**src/design/mpct_pkg.sv**
```systemverilog
`timescale 1ns / 1ps
// Package for the mouse packet cursor tracker.
// Holds field widths, reset values, status bit positions, register indexes and state codes.
package mpct_pkg;

  localparam int RX_BITS            = 8;
  localparam int CFG_BITS           = 12;
  localparam int OUT_BITS           = 12;
  localparam int CFG_INDEX_BITS     = 2;
  localparam int COORD_BITS_DEFAULT = 12;

  localparam int MAX_COLUMN_RESET = 799;
  localparam int MAX_ROW_RESET    = 599;
  localparam int COLUMN_RESET     = 400;
  localparam int ROW_RESET        = 300;

  localparam int STATUS_LEFT   = 0;
  localparam int STATUS_X_SIGN = 4;
  localparam int STATUS_Y_SIGN = 5;

  typedef enum logic [CFG_INDEX_BITS-1:0] {
    REG_MAX_COLUMN = 2'd0,
    REG_MAX_ROW    = 2'd1
  } cfg_reg_t;

  typedef enum logic [2:0] {
    POS_STATUS = 3'b001,
    POS_MOVE_X = 3'b010,
    POS_MOVE_Y = 3'b100
  } byte_pos_t;

endpackage

```
**src/design/mpct_rx_if.sv**
```systemverilog
`timescale 1ns / 1ps
// Byte channel from the mouse link receiver: valid, ready and one received byte.
// Depends on mpct_pkg.
interface mpct_rx_if import mpct_pkg::*; ();
  logic               valid;
  logic               ready;
  logic [RX_BITS-1:0] rx_byte;

  modport source (output valid, output rx_byte, input ready);
  modport sink   (input valid, input rx_byte, output ready);
endinterface

```
**src/design/mpct_pos_if.sv**
```systemverilog
`timescale 1ns / 1ps
// Result channel: cursor position and left button after each completed packet.
// Depends on mpct_pkg.
interface mpct_pos_if import mpct_pkg::*; ();
  logic                valid;
  logic                ready;
  logic [OUT_BITS-1:0] cursor_column;
  logic [OUT_BITS-1:0] cursor_row;
  logic                left_pressed;

  modport source (output valid, output cursor_column, output cursor_row,
                  output left_pressed, input ready);
  modport sink   (input valid, input cursor_column, input cursor_row,
                  input left_pressed, output ready);
endinterface

```
**src/design/mpct_cfg_if.sv**
```systemverilog
`timescale 1ns / 1ps
// Configuration write channel: valid, ready, register index and write data.
// Depends on mpct_pkg.
interface mpct_cfg_if import mpct_pkg::*; ();
  logic                      valid;
  logic                      ready;
  logic [CFG_INDEX_BITS-1:0] index;
  logic [CFG_BITS-1:0]       data;

  modport source (output valid, output index, output data, input ready);
  modport sink   (input valid, input index, input data, output ready);
endinterface

```
**src/design/mouse_packet_cursor_tracker_unit.sv**
```systemverilog
`timescale 1ns / 1ps
// Mouse packet cursor tracker top level.
// Depends on mpct_pkg, mpct_rx_if, mpct_pos_if and mpct_cfg_if.

// Takes mouse bytes in strict turn as three-byte packets (status, X move, Y move) and, on
// the third byte, moves the cursor by X and against Y, clamps each axis to 0 through the
// max_column / max_row registers and emits column, row and left button. There is no
// packet resync: bytes are counted from reset. One byte is taken every cycle; a result
// appears in the output register the cycle after its third byte and waits there until
// taken, while status and X bytes of the next packet keep flowing. Only a third byte
// stalls, and only while the previous result is still untaken. The add and clamp on each
// axis is the single combinational path from held and incoming bytes to position registers.
// Configuration writes are taken in any cycle; a lowered maximum clamps on the next packet.
module mouse_packet_cursor_tracker_unit
  import mpct_pkg::*;
#(
  parameter int COORD_BITS = COORD_BITS_DEFAULT
) (
  input  logic       clk,
  input  logic       rst,
  mpct_rx_if.sink    rx,
  mpct_pos_if.source pos,
  mpct_cfg_if.sink   cfg
);

  localparam int SUM_BITS = COORD_BITS + 2;

  localparam logic [COORD_BITS-1:0] MAX_COLUMN_INIT = COORD_BITS'(MAX_COLUMN_RESET);
  localparam logic [COORD_BITS-1:0] MAX_ROW_INIT    = COORD_BITS'(MAX_ROW_RESET);
  localparam logic [COORD_BITS-1:0] COLUMN_INIT     = COORD_BITS'(COLUMN_RESET);
  localparam logic [COORD_BITS-1:0] ROW_INIT        = COORD_BITS'(ROW_RESET);

  logic [COORD_BITS-1:0] max_column;
  logic [COORD_BITS-1:0] max_row;
  byte_pos_t             byte_position;
  logic [RX_BITS-1:0]    held_status;
  logic [RX_BITS-1:0]    held_move_x;
  logic [COORD_BITS-1:0] column_pos;
  logic [COORD_BITS-1:0] row_pos;
  logic                  button_left;
  logic                  out_valid;

  logic                  rx_take;
  logic                  packet_done;
  logic signed [8:0]     move_x;
  logic signed [8:0]     move_y;
  logic signed [SUM_BITS-1:0] column_sum;
  logic signed [SUM_BITS-1:0] row_sum;
  logic [COORD_BITS-1:0] column_next;
  logic [COORD_BITS-1:0] row_next;

  assign rx.ready    = (byte_position != POS_MOVE_Y) || !out_valid || pos.ready;
  assign rx_take     = rx.valid && rx.ready;
  assign packet_done = rx_take && (byte_position == POS_MOVE_Y);
  assign cfg.ready   = 1'b1;

  assign move_x = $signed({held_status[STATUS_X_SIGN], held_move_x});
  assign move_y = $signed({held_status[STATUS_Y_SIGN], rx.rx_byte});

  always_comb begin
    column_sum = $signed({2'b00, column_pos}) + SUM_BITS'(move_x);
    row_sum    = $signed({2'b00, row_pos}) - SUM_BITS'(move_y);

    if (column_sum < 0) begin
      column_next = '0;
    end else if (column_sum > $signed({2'b00, max_column})) begin
      column_next = max_column;
    end else begin
      column_next = column_sum[COORD_BITS-1:0];
    end

    if (row_sum < 0) begin
      row_next = '0;
    end else if (row_sum > $signed({2'b00, max_row})) begin
      row_next = max_row;
    end else begin
      row_next = row_sum[COORD_BITS-1:0];
    end
  end

  always_ff @(posedge clk) begin
    if (rst) begin
      max_column <= MAX_COLUMN_INIT;
      max_row    <= MAX_ROW_INIT;
    end else if (cfg.valid && cfg.ready) begin
      case (cfg.index)
        REG_MAX_COLUMN: max_column <= COORD_BITS'(cfg.data);
        REG_MAX_ROW:    max_row    <= COORD_BITS'(cfg.data);
        default:        ;
      endcase
    end
  end

  always_ff @(posedge clk) begin
    if (rst) begin
      byte_position <= POS_STATUS;
      held_status   <= '0;
      held_move_x   <= '0;
      column_pos    <= COLUMN_INIT;
      row_pos       <= ROW_INIT;
      button_left   <= 1'b0;
    end else if (rx_take) begin
      case (byte_position)
        POS_MOVE_X: begin
          held_move_x   <= rx.rx_byte;
          byte_position <= POS_MOVE_Y;
        end
        POS_MOVE_Y: begin
          column_pos    <= column_next;
          row_pos       <= row_next;
          button_left   <= held_status[STATUS_LEFT];
          byte_position <= POS_STATUS;
        end
        default: begin
          held_status   <= rx.rx_byte;
          byte_position <= POS_MOVE_X;
        end
      endcase
    end
  end

  always_ff @(posedge clk) begin
    if (rst) begin
      out_valid <= 1'b0;
    end else if (packet_done) begin
      out_valid <= 1'b1;
    end else if (pos.ready) begin
      out_valid <= 1'b0;
    end
  end

  always_ff @(posedge clk) begin
    if (packet_done) begin
      pos.cursor_column <= OUT_BITS'(column_next);
      pos.cursor_row    <= OUT_BITS'(row_next);
    end
  end

  assign pos.valid        = out_valid;
  assign pos.left_pressed = button_left;

endmodule
```
**src/flat_wrapper.sv**
```systemverilog
// flat-port wrapper written by rule: the top's interface ports become plain ports
module mouse_packet_cursor_tracker_unit_flat import mpct_pkg::*;
#(
  parameter int COORD_BITS = COORD_BITS_DEFAULT
)
  (clk, rst, rx_valid, rx_rx_byte, rx_ready, pos_valid, pos_cursor_column, pos_cursor_row, pos_left_pressed, pos_ready, cfg_valid, cfg_index, cfg_data, cfg_ready);
  mpct_rx_if rx_i ();
  mpct_pos_if pos_i ();
  mpct_cfg_if cfg_i ();
  input  logic clk;
  input  logic rst;
  input wire logic [$bits(rx_i.valid)-1:0] rx_valid;
  input wire logic [$bits(rx_i.rx_byte)-1:0] rx_rx_byte;
  output wire logic [$bits(rx_i.ready)-1:0] rx_ready;
  output wire logic [$bits(pos_i.valid)-1:0] pos_valid;
  output wire logic [$bits(pos_i.cursor_column)-1:0] pos_cursor_column;
  output wire logic [$bits(pos_i.cursor_row)-1:0] pos_cursor_row;
  output wire logic [$bits(pos_i.left_pressed)-1:0] pos_left_pressed;
  input wire logic [$bits(pos_i.ready)-1:0] pos_ready;
  input wire logic [$bits(cfg_i.valid)-1:0] cfg_valid;
  input wire logic [$bits(cfg_i.index)-1:0] cfg_index;
  input wire logic [$bits(cfg_i.data)-1:0] cfg_data;
  output wire logic [$bits(cfg_i.ready)-1:0] cfg_ready;
  assign rx_i.valid = rx_valid;
  assign rx_i.rx_byte = rx_rx_byte;
  assign rx_ready = rx_i.ready;
  assign pos_valid = pos_i.valid;
  assign pos_cursor_column = pos_i.cursor_column;
  assign pos_cursor_row = pos_i.cursor_row;
  assign pos_left_pressed = pos_i.left_pressed;
  assign pos_i.ready = pos_ready;
  assign cfg_i.valid = cfg_valid;
  assign cfg_i.index = cfg_index;
  assign cfg_i.data = cfg_data;
  assign cfg_ready = cfg_i.ready;
  mouse_packet_cursor_tracker_unit #(.COORD_BITS(COORD_BITS)) u_core (.clk(clk), .rst(rst), .rx(rx_i), .pos(pos_i), .cfg(cfg_i));
endmodule
```
**config.mk**
```make
export PLATFORM = sky130hd
export DESIGN_NAME = mouse_packet_cursor_tracker_unit_flat
export DESIGN_NICKNAME = d
export VERILOG_FILES = /design/src/design/mpct_pkg.sv /design/src/design/mpct_rx_if.sv /design/src/design/mpct_pos_if.sv /design/src/design/mpct_cfg_if.sv /design/src/design/mouse_packet_cursor_tracker_unit.sv /design/src/flat_wrapper.sv
export SDC_FILE = /design/constraint.sdc
export NUM_CORES = 1
export LEC_CHECK = 0
export ABC_AREA = 0
export BUFFER_PORTS_ARGS = -buffer_cell sky130_fd_sc_hd__buf_2
export CORE_MARGIN = 8
export CORE_UTILIZATION = 40
export DETAILED_ROUTE_END_ITERATION = 8
export SETUP_SLACK_MARGIN = 0.4
export SKIP_CTS_REPAIR_TIMING = 1
export SLEW_MARGIN = 0
export SYNTH_ARGS = -nofsm -noshare
export SYNTH_HDL_FRONTEND = slang
export SYNTH_SLANG_ARGS = --single-unit
export TNS_END_PERCENT = 100
```
**constraint.sdc**
```tcl
create_clock -name clk -period 5.4 [get_ports clk]
set_input_delay 0.54 -clock clk [delete_from_list [all_inputs] [get_ports clk]]
set_output_delay 0.54 -clock clk [all_outputs]
set_load 0.01 [all_outputs]
```
==> results of run 1 <==
## per-stage QoR
stage / worst slack (ns) / util, % / area, sq um / hold WS (ns) / std cells
global route: 0.418 / 46.1 / 6080 / 0.405 / 855
floorplan: 1.38 / - / 5370 / 0.432 / 628
detailed placement: 0.561 / 43.9 / 5800 / 0.446 / 839
global placement: 0.763 / 43.9 / 5800 / 0.444 / 839
CTS: 0.656 / 46.0 / 6070 / 0.401 / 855
finish: 0.665 / 46.1 / 6080 / 0.412 / 856
## critical path: cells and delay by family (launching register included)
kind                     cells  cell delay (ns)
buffers and inverters        1             0.27
AND/OR/NAND/NOR              4             0.56
multiplexers                 1             0.30
adder cells (fa/ha/maj)      2             0.76
XOR/XNOR                     1             0.18
flip-flops                   1             0.55
AO/OA/AOI/OAI                6             1.83
## area by class of cell
type | instances | area, sq um
Antenna cell | 1 | 2.50
Clock inverter | 7 | 47.5
Timing Repair Buffer | 59 | 310
Inverter | 47 | 176
Clock buffer | 9 | 225
Multi-Input combinational cell | 469 | 3100
Fill cell | 1311 | 7110
Tap cell | 176 | 220
Sequential cell | 88 | 2000
## routing by layer
metal	track usage [%]	up-vias
met4	7.79	0
met2	26.9	114
met3	3.51	19
met5	0	-
met1	21.8	2230
li1	-	2353
## sequential cells by signal, summed over array words and instances (netlist names)
register	count
u_core.column_pos	12
u_core.max_column	12
u_core.max_row	12
u_core.pos.cursor_column	12
u_core.pos.cursor_row	12
u_core.row_pos	12
u_core.held_move_x	8
u_core.byte_position	3
u_core.held_status	3
u_core.pos.left_pressed	1
u_core.pos.valid	1
## kinds of logic (layout without fill, tap and decap cells)
kind of cell / after synthesis / in the layout / share of synthesized area [%]
compound gates: 178 / 178 / 22.5
fa+ha+maj: 52 / 52 / 12.4
flops: 88 / 88 / 37.3
buf+inv: 71 / 122 / 5.25
xor+xnor: 20 / 20 / 3.26
other cells: 1 / 2 / 0.0699
mux: 6 / 6 / 1.12
simple gates: 212 / 212 / 18.1
## worst paths after layout
| kind | to | slack, ns |
|---|---|---|
| worst max register to register | u_core.pos.cursor_row[11] | 0.67 |
| worst max-delay path | u_core.pos.cursor_row[11] | 0.67 |
| worst min-delay path | u_core.max_column[8] | 0.41 |
| worst min register to register | u_core.pos.left_pressed | 0.45 |
## power groups by stage
stage          logic (uW)  registers [uW]  clock network (uW)
2_1_floorplan         222             720                   0
3_3_place_gp          293             725                   0
4_1_cts               303             710                 602
6_report              308             710                 590
5_1_grt               344             712                 631
3_5_place_dp          300             725                   0
## cell usage in the layout (no fill, tap or decap), drive strengths merged, types with 5 or more instances in the layout
cell and count:
nand2 77, nor2 64, dfxtp 64, buf 59, a21oi 55, ha 50
inv 48, edfxtp 24, o21ai 17, o211ai 15, xnor2 15, a211o 15
a31oi 15, nand3 13, nor3 10, o21a 9, clkbuf 9, or3 8
o21bai 8, a21o 8, o31ai 7, nand4 7, nand2b 7, mux2i 6
a22o 6, nor2b 5, xor2 5, clkinv 5
## synthesized netlist by cell type (2+ instances only)
master	number	area [sq um]
sky130_fd_sc_hd__nor3_1	10	50.1
sky130_fd_sc_hd__nand4b_1	2	17.5
sky130_fd_sc_hd__o31ai_1	7	52.6
sky130_fd_sc_hd__dfxtp_1	64	1280
sky130_fd_sc_hd__o22ai_1	2	12.5
sky130_fd_sc_hd__clkbuf_1	16	60.1
sky130_fd_sc_hd__nor2_1	64	240
sky130_fd_sc_hd__buf_1	3	11.3
sky130_fd_sc_hd__o21ai_0	13	65.1
sky130_fd_sc_hd__or3_1	8	50.1
sky130_fd_sc_hd__a22o_1	6	52.6
sky130_fd_sc_hd__a21o_1	7	52.6
sky130_fd_sc_hd__o21ai_1	4	20.0
sky130_fd_sc_hd__a211o_1	15	131
sky130_fd_sc_hd__edfxtp_1	24	721
sky130_fd_sc_hd__nor2b_1	5	31.3
sky130_fd_sc_hd__a2111o_1	2	22.5
sky130_fd_sc_hd__a31oi_1	14	87.6
sky130_fd_sc_hd__or2_2	2	12.5
sky130_fd_sc_hd__ha_1	50	626
sky130_fd_sc_hd__buf_2	3	15.0
sky130_fd_sc_hd__nand2_1	77	289
sky130_fd_sc_hd__o21bai_1	8	60.1
sky130_fd_sc_hd__nand4_1	7	43.8
sky130_fd_sc_hd__o311ai_1	2	17.5
sky130_fd_sc_hd__a211oi_1	3	22.5
sky130_fd_sc_hd__fa_1	2	40.0
sky130_fd_sc_hd__o21a_1	9	67.6
sky130_fd_sc_hd__o31a_1	3	26.3
sky130_fd_sc_hd__a21oi_1	55	275
sky130_fd_sc_hd__o211ai_1	15	113
sky130_fd_sc_hd__nand2b_1	7	43.8
sky130_fd_sc_hd__inv_1	46	173
sky130_fd_sc_hd__nand3_1	13	65.1
sky130_fd_sc_hd__xor2_1	5	43.8
sky130_fd_sc_hd__xnor2_1	15	131
sky130_fd_sc_hd__a21boi_0	3	22.5
sky130_fd_sc_hd__and2_1	3	18.8
sky130_fd_sc_hd__nor3b_1	4	30.0
sky130_fd_sc_hd__mux2i_1	6	60.1
sky130_fd_sc_hd__nor4_1	3	18.8
==> summary.md, run 1 <==
| Metric | Value |
|---|---|
| Syn_area_per_cell | 8.54 sq um |
| Slew headroom | 46.5% |
| Fraction of power consumed by sequential logic | 44.2% |
| Port buffer count | 53 |
| Max Fanout on Critical Path | 10 |
| Pint | 1120 uW |
| Leftover overflow at the end of global routing | 0 |
| WP data arrival | 4.82 ns |
| Unrepaired setup endpoints after global routing | no |
| Mapped Area | 5370 sq um |
| Maximum count of clock buffers along a single path | 2 |
| Placer Congestion | 0.921 |
| Met1 WL | 7.13 mm |
| Total count of max-transition violations in the final report | 0 |
| Number of cell instances on the worst register-to-register path | 15 |
| Clock skew after layout | 0.0103 ns |
| Leakage power figure | 0.00257 uW |
| Measured slew at the worst slew-check pin | 0.801 ns |
| Antenna-violating nets left | 0 |
| Worst ir drop on vdd | 0.171 mV |
| Max stage delay cell, worst path | sky130_fd_sc_hd__dfxtp_1 |
| Startpoint of the worst-slack reg-to-reg timing path | u_core.held_status[5] |
| Sum of routed wire length over all layers | 14.6 mm |
| Sequential-to-total area share from yosys stat | 37.3% |
| FP Rows | 42 |
| Length of routed met2 wiring | 6.51 mm |
| Sum of met3 wire segment lengths after detailed routing | 643 um |
| Core Region | 13200 sq um |
| Async S/R FF share, synth | 0% |
| Startpoint-to-endpoint class of the critical path | reg2reg |
| Gate count after technology mapping | 628 |
| Clk pin slew, worst setup/hold paths | 0.07 ns |
| Final setup fails | 0 |
| Number of failing hold endpoints at the final stage | 0 |
| Critical path, cell by cell | inv_1 > ha_1 > a21oi_1 > o21ai_0 > a2111o_1 > and2_1 > xnor2_1 > ha_1 > nand4_1 > nor2_1 > o31ai_1 > a21oi_1 > a21o_1 > mux2i_1 > nor2_1 |
| Number of H-tree levels | 3 |
| Status | completed |
| Top Metal Used | met4 |
| Top FF cell, synth | sky130_fd_sc_hd__dfxtp_1 |
| Number of enable flip-flop cells after synthesis | 24 |
| Master cell of the clock root buffer | sky130_fd_sc_hd__clkbuf_16 |
| Data required, critical path | 5.49 ns |
| Count of routing violations after the opening detailed-route iteration | 365 |
| Die extent in y | 132 um |
| Count of different cell masters after synthesis | 62 |
| Maximum number of pins on one net before global-route repair | 41 |
| Total chip power | 1610 uW |
| Number of cells on the worst hold path | 2 |
| Wire length of the first global-routing pass | 23.9 mm |
| Drt drc | 0 |
| Overall routing resource usage | 17.0% |
| Class of the worst hold path | in2reg |
| Setup TNS | 0 ns |
| TritonCTS clock tree | built |
| Peak per-stage delay on the critical path | 0.55 ns |
| Post-Synthesis Net Count | 707 |
| Kind of end point of the critical path | flop |
| Number of violations of the max-capacitance limit | 0 |
| Layout-stage area growth over the synthesis result | 13.4% |
| First drt pass iteration count | 4 |
| Antenna violations before repair | 0 |
| Die area | 17400 sq um |
| Setup crit start | u_core.held_status[5] |
| Top-level port count | 55 |
| Clock Sink Count | 88 |
| Vias per inst | 5.51 |
| Source of the worst hold timing path | cfg_data[8] |
| F_max | 211 MHz |
| Switching share of power | 30.1% |
| Shortest clock period the worst path allows after layout | 4.73 ns |
| Final Cycle Share | 87.7% |
| Via count | 4716 |
| Pwr/cell area | 264 nW/um^2 |
| CTS buffer count | 9 |
| Share of power burned in combinational logic | 19.2% |
| Effective utilization at floorplan | 40.7% |
| Die boundary width | 132 um |
| Proportion of layout cells with a drive suffix above 1 | 12.2% |
| Number of nets in the final layout | 753 |
| Yosys warns | 0 |
| Net switching power figure | 484 uW |
| Worst-skew pair later-pin latency | 0.35 ns |
| Synth Register Bits | 88 |
| HPWL Detailed | 11.0 mm |
| Power share of the clock group | 36.7% |
| Setup crit start kind | flop |
| Number of global-route vias before repair | 4677 |
| Wirelength per Cell | 17.1 um |
(Power assumes the default switching activity.)
==> inputs of run 2 (changes only) <==
- CORE_ASPECT_RATIO: not set -> 1.5
- CTS_BUF_LIST: not set -> sky130_fd_sc_hd__clkbuf_8 sky130_fd_sc_hd__clkbuf_16
==> run 2 against run 1 <==
- non-clock buffer count rose by 1
- utilization decreased by 0.29 points
- clock skew decreased by 0.0025 ns
- sequential share of layout area stayed put
- total power up 2.2%
- clock power rose by 7.3%
- first-iteration DRC count is 44% lower
- global-route usage about the same
- final cell count down 1.6%
- sequential power about the same
- worst hold slack better by 0.016 ns
- largest power group unchanged
==> summary.md, run 2 (same netlist as run 1, synthesis figures left out) <==
| Metric | Value |
|---|---|
| Status | completed (unchanged) |
| Number of violations of the max-capacitance limit | 0 (unchanged) |
| CTS buffer count | 9 (unchanged) |
| Placed cells | 826 (was 839) |
| Shortest clock period the worst path allows after layout | 4.63 ns (was 4.73 ns) |
| Setup TNS | 0 ns (unchanged) |
| Startpoint-to-endpoint class of the critical path | reg2reg (unchanged) |
| Worst-skew pair later-pin latency | 0.34 ns (was 0.35 ns) |
| Port buffer count | 53 (unchanged) |
| Proportion of layout cells with a drive suffix above 1 | 12.1% (was 12.2%) |
| Overall routing resource usage | 17.0% (about the same) |
| Commonest non-fill, non-tap cell in the layout | sky130_fd_sc_hd__nand2_1 (unchanged) |
| Slew headroom | 44.6% (was 46.5%) |
| Count of routing violations after the opening detailed-route iteration | 203 (was 365) |
| Die boundary width | 111 um (was 132 um) |
| Final Cycle Share | 85.8% (was 87.7%) |
| Clock Sink Count | 88 (unchanged) |
| Clk pin slew, worst setup/hold paths | 0.07 ns (about the same) |
| Number of H-tree levels | 3 (unchanged) |
| Kind of end point of the critical path | flop (unchanged) |
| Leakage power figure | 0.00258 uW (was 0.00257 uW) |
| Maximum count of clock buffers along a single path | 2 (unchanged) |
| Total count of max-transition violations in the final report | 0 (unchanged) |
| Clock skew after layout | 0.00782 ns (was 0.0103 ns) |
| Leftover overflow at the end of global routing | 0 (unchanged) |
| WP data arrival | 4.71 ns (was 4.82 ns) |
| Antenna-violating nets left | 0 (unchanged) |
| Antenna violations before repair | 0 (unchanged) |
| Worst ir drop on vdd | 0.164 mV (was 0.171 mV) |
| Number of global-route vias before repair | 4673 (was 4677) |
| Die extent in y | 158 um (was 132 um) |
| Number of failing hold endpoints at the final stage | 0 (unchanged) |
| Final Instance Count excl. Fillers | 842 (was 856) |
| F_max | 216 MHz (was 211 MHz) |
| Vias per inst | 5.64 (was 5.51) |
| Setup crit start kind | flop (unchanged) |
| Worst-case setup margin in the final layout | 0.767 ns (was 0.665 ns) |
| Top-level port count | 55 (unchanged) |
| Measured slew at the worst slew-check pin | 0.830 ns (was 0.801 ns) |
| Master cell of the clock root buffer | sky130_fd_sc_hd__clkbuf_16 (unchanged) |
| Pwr/cell area | 270 nW/um^2 (was 264 nW/um^2) |
| Class of the worst hold path | in2reg (unchanged) |
| Layout-stage area growth over the synthesis result | 13.4% (unchanged) |
| FP Rows | 52 (was 42) |
| Effective utilization at floorplan | 40.4% (was 40.7%) |
| HPWL Detailed | 11.8 mm (was 11.0 mm) |
| Number of nets in the final layout | 754 (was 753) |
| Unrepaired setup endpoints after global routing | no (unchanged) |
| Final Util | 45.8% (was 46.1%) |
| Final setup fails | 0 (unchanged) |
| Max Fanout on Critical Path | 10 (unchanged) |
| Drt drc | 0 (unchanged) |
| Placer Congestion | 0.951 (was 0.921) |
| Total chip power | 1640 uW (was 1610 uW) |
| Wire length of the first global-routing pass | 23.7 mm (was 23.9 mm) |
| Sum of routed wire length over all layers | 14.9 mm (was 14.6 mm) |
| Final antenna diode count | 0 (was 1) |
| Data required, critical path | 5.48 ns (was 5.49 ns) |
| TritonCTS clock tree | built (unchanged) |
| Die area | 17500 sq um (was 17400 sq um) |
| Via count | 4749 (was 4716) |
| Most frequent cells in the layout | sky130_fd_sc_hd__nand2_1 (77), sky130_fd_sc_hd__nor2_1 (64), sky130_fd_sc_hd__dfxtp_1 (64) (unchanged) |
| Wirelength per Cell | 17.7 um (was 17.1 um) |
| Maximum number of pins on one net before global-route repair | 40 (was 41) |
| Post-Place Setup Slack | 0.709 ns (was 0.561 ns) |
| Core Region | 13300 sq um (was 13200 sq um) |
| First drt pass iteration count | 4 (unchanged) |
[run 2: cell types whose count changed in the layout (fill, tap and decap cells not counted), sizes merged]
cell and delta:
buf +1, bufinv +1, clkbuf +1, clkinv -2, diode -1
[run 2: routing by layer]
metal / wire length, um / global-route usage, % / vias to the layer above
met4: 826 / 11.8 / 0
met5: 0 / 0 / -
met1: 5500 / 16.5 / 2245
met3: 467 / 2.35 / 48
met2: 8140 / 32.8 / 116
li1: - / - / 2340
[run 2: metrics by stage]
stage	instance area, sq um	hold slack (ns)
3_3_place_gp	5790	0.443
5_1_grt	6080	0.423
4_1_cts	6080	0.413
2_1_floorplan	5370	0.432
6_report	6080	0.428
3_5_place_dp	5790	0.447
[run 2: layout make-up]
cell class / instances / area (sq um)
Fill cell: 1322 / 7190
Multi-Input combinational cell: 469 / 3090
Sequential cell: 88 / 2000
Timing Repair Buffer: 60 / 318
Clock buffer: 10 / 239
Tap cell: 162 / 203
Inverter: 47 / 176
Clock inverter: 6 / 57.6
[run 2: final timing paths]
kind | to | depth (start not counted) | slack, ns | startpoint
worst min register to register | u_core.pos.left_pressed | 2 | 0.46 | u_core.pos.left_pressed
worst min-delay path | u_core.max_column[9] | 2 | 0.43 | cfg_data[9]
worst max-delay path | u_core.pos.cursor_row[5] | 15 | 0.77 | u_core.held_status[5]
worst max register to register | u_core.pos.cursor_row[5] | 15 | 0.77 | u_core.held_status[5]
[run 2: critical path, stage by stage, from the launching register on]
cell and delay (ns):
sky130_fd_sc_hd__dfxtp_1 0.58, sky130_fd_sc_hd__inv_1 0.29, sky130_fd_sc_hd__ha_1 0.43, sky130_fd_sc_hd__a21oi_1 0.16, sky130_fd_sc_hd__o21ai_0 0.12, sky130_fd_sc_hd__a2111o_1 0.45, sky130_fd_sc_hd__and2_1 0.19, sky130_fd_sc_hd__xnor2_1 0.19
sky130_fd_sc_hd__ha_1 0.33, sky130_fd_sc_hd__nand4_1 0.16, sky130_fd_sc_hd__nor2_1 0.15, sky130_fd_sc_hd__o31ai_1 0.08, sky130_fd_sc_hd__a21oi_1 0.48, sky130_fd_sc_hd__a21o_1 0.40, sky130_fd_sc_hd__mux2i_1 0.29, sky130_fd_sc_hd__nor2_1 0.06
[run 2: power by group]
group / internal, uW / switching, uW
clock: 368 / 265
combinational: 112 / 189
sequential: 699 / 12.2
==> inputs of run 3 (changes only) <==
- clock period: 5.4 -> 4.88 ns (I/O delays scaled with it)
==> run 3 against run 2 <==
- flip-flop and latch count did not move
- clock-buffer cell count up 1
- clock skew shrank 0.0011 ns
- first-iteration DRC count rose by 35%
- utilization grew 0.84 points
- combinational power up 21%
- critical endpoint is now u_core.row_pos[10]
- critical path depth grew 5
- setup slack worse by 0.13 ns
- total power is 10% higher
- sequential share of layout area decreased by 0.57 points
==> summary.md, run 3 (same netlist as run 1, synthesis figures left out) <==
| Metric | Value |
|---|---|
| Status | completed (unchanged) |
| Power share of the clock group | 36.5% (was 38.5%) |
| Die area | 17500 sq um (unchanged) |
| Unrepaired setup endpoints after global routing | no (unchanged) |
| Proportion of layout cells with a drive suffix above 1 | 14.6% (was 12.1%) |
| Shortest clock period the worst path allows after layout | 4.24 ns (was 4.63 ns) |
| Post-Place Setup Slack | 0.188 ns (was 0.709 ns) |
| Class of the worst hold path | in2reg (unchanged) |
| Most frequent cells in the layout | sky130_fd_sc_hd__nand2_1 (77), sky130_fd_sc_hd__nor2_1 (63), sky130_fd_sc_hd__dfxtp_1 (63) (was sky130_fd_sc_hd__nand2_1 (77), sky130_fd_sc_hd__nor2_1 (64), sky130_fd_sc_hd__dfxtp_1 (64)) |
| Kind of end point of the critical path | flop (unchanged) |
| Max Fanout on Critical Path | 7 (was 10) |
| Total count of max-transition violations in the final report | 0 (unchanged) |
| Setup TNS | 0 ns (unchanged) |
| Net switching power figure | 522 uW (was 465 uW) |
| Peak per-stage delay on the critical path | 0.48 ns (was 0.58 ns) |
| Setup crit start kind | flop (unchanged) |
| FP Rows | 52 (unchanged) |
| Placer Congestion | 0.913 (was 0.951) |
| Startpoint-to-endpoint class of the critical path | reg2reg (unchanged) |
| Fraction of power consumed by sequential logic | 43.4% (was 43.2%) |
| Data required, critical path | 5.11 ns (was 5.48 ns) |
| Die boundary width | 111 um (unchanged) |
| Placed inst area | 5800 sq um (was 5790 sq um) |
| Layout-stage area growth over the synthesis result | 15.4% (was 13.4%) |
| Clock skew after layout | 0.00675 ns (was 0.00782 ns) |
| Critical path, cell by cell | inv_1 > ha_1 > inv_1 > fa_1 > a211oi_2 > o31ai_2 > o41ai_2 > nor2_1 > a21o_1 > xor2_2 > ha_4 > a21oi_1 > nand2_1 > a211oi_2 > a21oi_4 > o211ai_1 > o211ai_1 > buf_4 > a22o_1 > o21a_1 (was inv_1 > ha_1 > a21oi_1 > o21ai_0 > a2111o_1 > and2_1 > xnor2_1 > ha_1 > nand4_1 > nor2_1 > o31ai_1 > a21oi_1 > a21o_1 > mux2i_1 > nor2_1) |
| Top-level port count | 55 (unchanged) |
| Leakage power figure | 0.00262 uW (was 0.00258 uW) |
| WP data arrival | 4.47 ns (was 4.71 ns) |
| Worst reg-to-reg setup slack | 0.64 ns (was 0.77 ns) |
| Hold slack final | 0.376 ns (was 0.428 ns) |
| Number of H-tree levels | 3 (unchanged) |
| Commonest non-fill, non-tap cell in the layout | sky130_fd_sc_hd__nand2_1 (unchanged) |
| Count of routing violations after the opening detailed-route iteration | 274 (was 203) |
| F_max | 236 MHz (was 216 MHz) |
| Antenna-violating nets left | 0 (unchanged) |
| First drt pass iteration count | 4 (unchanged) |
| Clk pin slew, worst setup/hold paths | 0.07 ns (about the same) |
| Worst ir drop on vdd | 0.138 mV (was 0.164 mV) |
| Cell type group with the largest total delay on the critical path | compound AO/OA/AOI/OAI gates (unchanged) |
| Number of violations of the max-capacitance limit | 0 (unchanged) |
| Overall routing resource usage | 17.3% (was 17.0%) |
| Pint | 1290 uW (was 1180 uW) |
| HPWL Detailed | 12.2 mm (was 11.8 mm) |
| Leftover overflow at the end of global routing | 0 (unchanged) |
| Slew headroom | 49.0% (was 44.6%) |
| Maximum number of pins on one net before global-route repair | 40 (unchanged) |
| Drt drc | 0 (unchanged) |
| Number of nets in the final layout | 760 (was 754) |
| Final Cycle Share | 86.9% (was 85.8%) |
| Die extent in y | 158 um (unchanged) |
| Antenna violations before repair | 0 (unchanged) |
| Count of buffering cells on the critical path with inverters included | 3 (was 1) |
| Worst-skew pair later-pin latency | 0.34 ns (about the same) |
| Final antenna diode count | 0 (unchanged) |
| Clock Sink Count | 88 (unchanged) |
| Pwr/cell area | 293 nW/um^2 (was 270 nW/um^2) |
| Total chip power | 1810 uW (was 1640 uW) |
| Effective utilization at floorplan | 40.4% (unchanged) |
| Non-Filler Cell Area, Final | 6190 sq um (was 6080 sq um) |
| Final setup fails | 0 (unchanged) |
| Share of power burned in combinational logic | 20.1% (was 18.3%) |
| Port buffer count | 53 (unchanged) |
| Measured slew at the worst slew-check pin | 0.765 ns (was 0.830 ns) |
| TritonCTS clock tree | built (unchanged) |
| Wire length of the first global-routing pass | 24.0 mm (was 23.7 mm) |
| Wirelength per Cell | 18.2 um (was 17.7 um) |
| Worst-case setup margin in the final layout | 0.640 ns (was 0.767 ns) |
| Maximum count of clock buffers along a single path | 2 (unchanged) |
| Fillers | 1333 (was 1322) |
| Sum of routed wire length over all layers | 15.5 mm (was 14.9 mm) |
| Core Region | 13300 sq um (unchanged) |
| Via count | 4728 (was 4749) |
| Vias per inst | 5.58 (was 5.64) |
| Master cell of the clock root buffer | sky130_fd_sc_hd__clkbuf_16 (unchanged) |
| Number of failing hold endpoints at the final stage | 0 (unchanged) |
| Number of global-route vias before repair | 4658 (was 4673) |
| CTS buffer count | 9 (unchanged) |
| Max stage delay cell, worst path | sky130_fd_sc_hd__o41ai_2 (was sky130_fd_sc_hd__dfxtp_1) |
| Switching share of power | 28.8% (was 28.3%) |
## run 3: changes by cell type in the layout (fill, tap and decap cells not counted), sizes merged
cell / delta
buf: +6
bufinv: -1
clkbuf: +1
## run 3: worst reg2reg max path, cell delays in order (launching register included)
cell and delay (ns):
sky130_fd_sc_hd__dfxtp_1 0.31, sky130_fd_sc_hd__inv_1 0.06, sky130_fd_sc_hd__ha_1 0.16, sky130_fd_sc_hd__inv_1 0.06, sky130_fd_sc_hd__fa_1 0.43, sky130_fd_sc_hd__a211oi_2 0.22, sky130_fd_sc_hd__o31ai_2 0.11, sky130_fd_sc_hd__o41ai_2 0.48
sky130_fd_sc_hd__nor2_1 0.07, sky130_fd_sc_hd__a21o_1 0.22, sky130_fd_sc_hd__xor2_2 0.21, sky130_fd_sc_hd__ha_4 0.24, sky130_fd_sc_hd__a21oi_1 0.14, sky130_fd_sc_hd__nand2_1 0.08, sky130_fd_sc_hd__a211oi_2 0.30, sky130_fd_sc_hd__a21oi_4 0.13
sky130_fd_sc_hd__o211ai_1 0.22, sky130_fd_sc_hd__o211ai_1 0.12, sky130_fd_sc_hd__buf_4 0.17, sky130_fd_sc_hd__a22o_1 0.24, sky130_fd_sc_hd__o21a_1 0.17
## run 3: layer usage
| metal | vias to the layer above | global-route usage [%] | wire length, um | share of wire [%] |
|---|---|---|---|---|
| met5 | - | 0 | 0 | 0 |
| li1 | 2356 | - | - | - |
| met2 | 125 | 34.0 | 8630 | 56 |
| met3 | 45 | 3.03 | 523 | 3.4 |
| met1 | 2202 | 16.5 | 5640 | 36 |
| met4 | 0 | 9.69 | 671 | 4.3 |
## run 3: power groups by stage
stage | clock [uW] | combinational [uW] | sequential (uW)
global route | 711 | 400 | 788
global placement | 0 | 327 | 802
finish | 662 | 364 | 787
floorplan | 0 | 246 | 797
CTS | 676 | 334 | 786
detailed placement | 0 | 332 | 802
## run 3: per-stage QoR
stage                     util, %  cells
final                        46.7    848
after global routing         46.7    848
after CTS                    45.9    844
after detailed placement     43.7    828
after global placement       43.7    828
after floorplan                 -    628
## run 3: final cells by class
type                       instances  area [sq um]  area share [%]
inverter                          47           176            2.85
multi-input combinational        469          3160            51.1
tap                              162           203            3.27
sequential                        88          2000            32.3
clock buffer                      11           253            4.08
timing repair buffer              66           363            5.86
clock inverter                     5          33.8           0.545
## run 3: path summary, 6_finish.rpt
kind | depth (start not counted) | to | from
setup / recovery | 20 | u_core.row_pos[10] | u_core.row_pos[0]
setup reg to reg | 20 | u_core.row_pos[10] | u_core.row_pos[0]
hold reg to reg | 2 | u_core.pos.left_pressed | u_core.pos.left_pressed
hold / removal | 2 | u_core.max_column[8] | cfg_data[8]
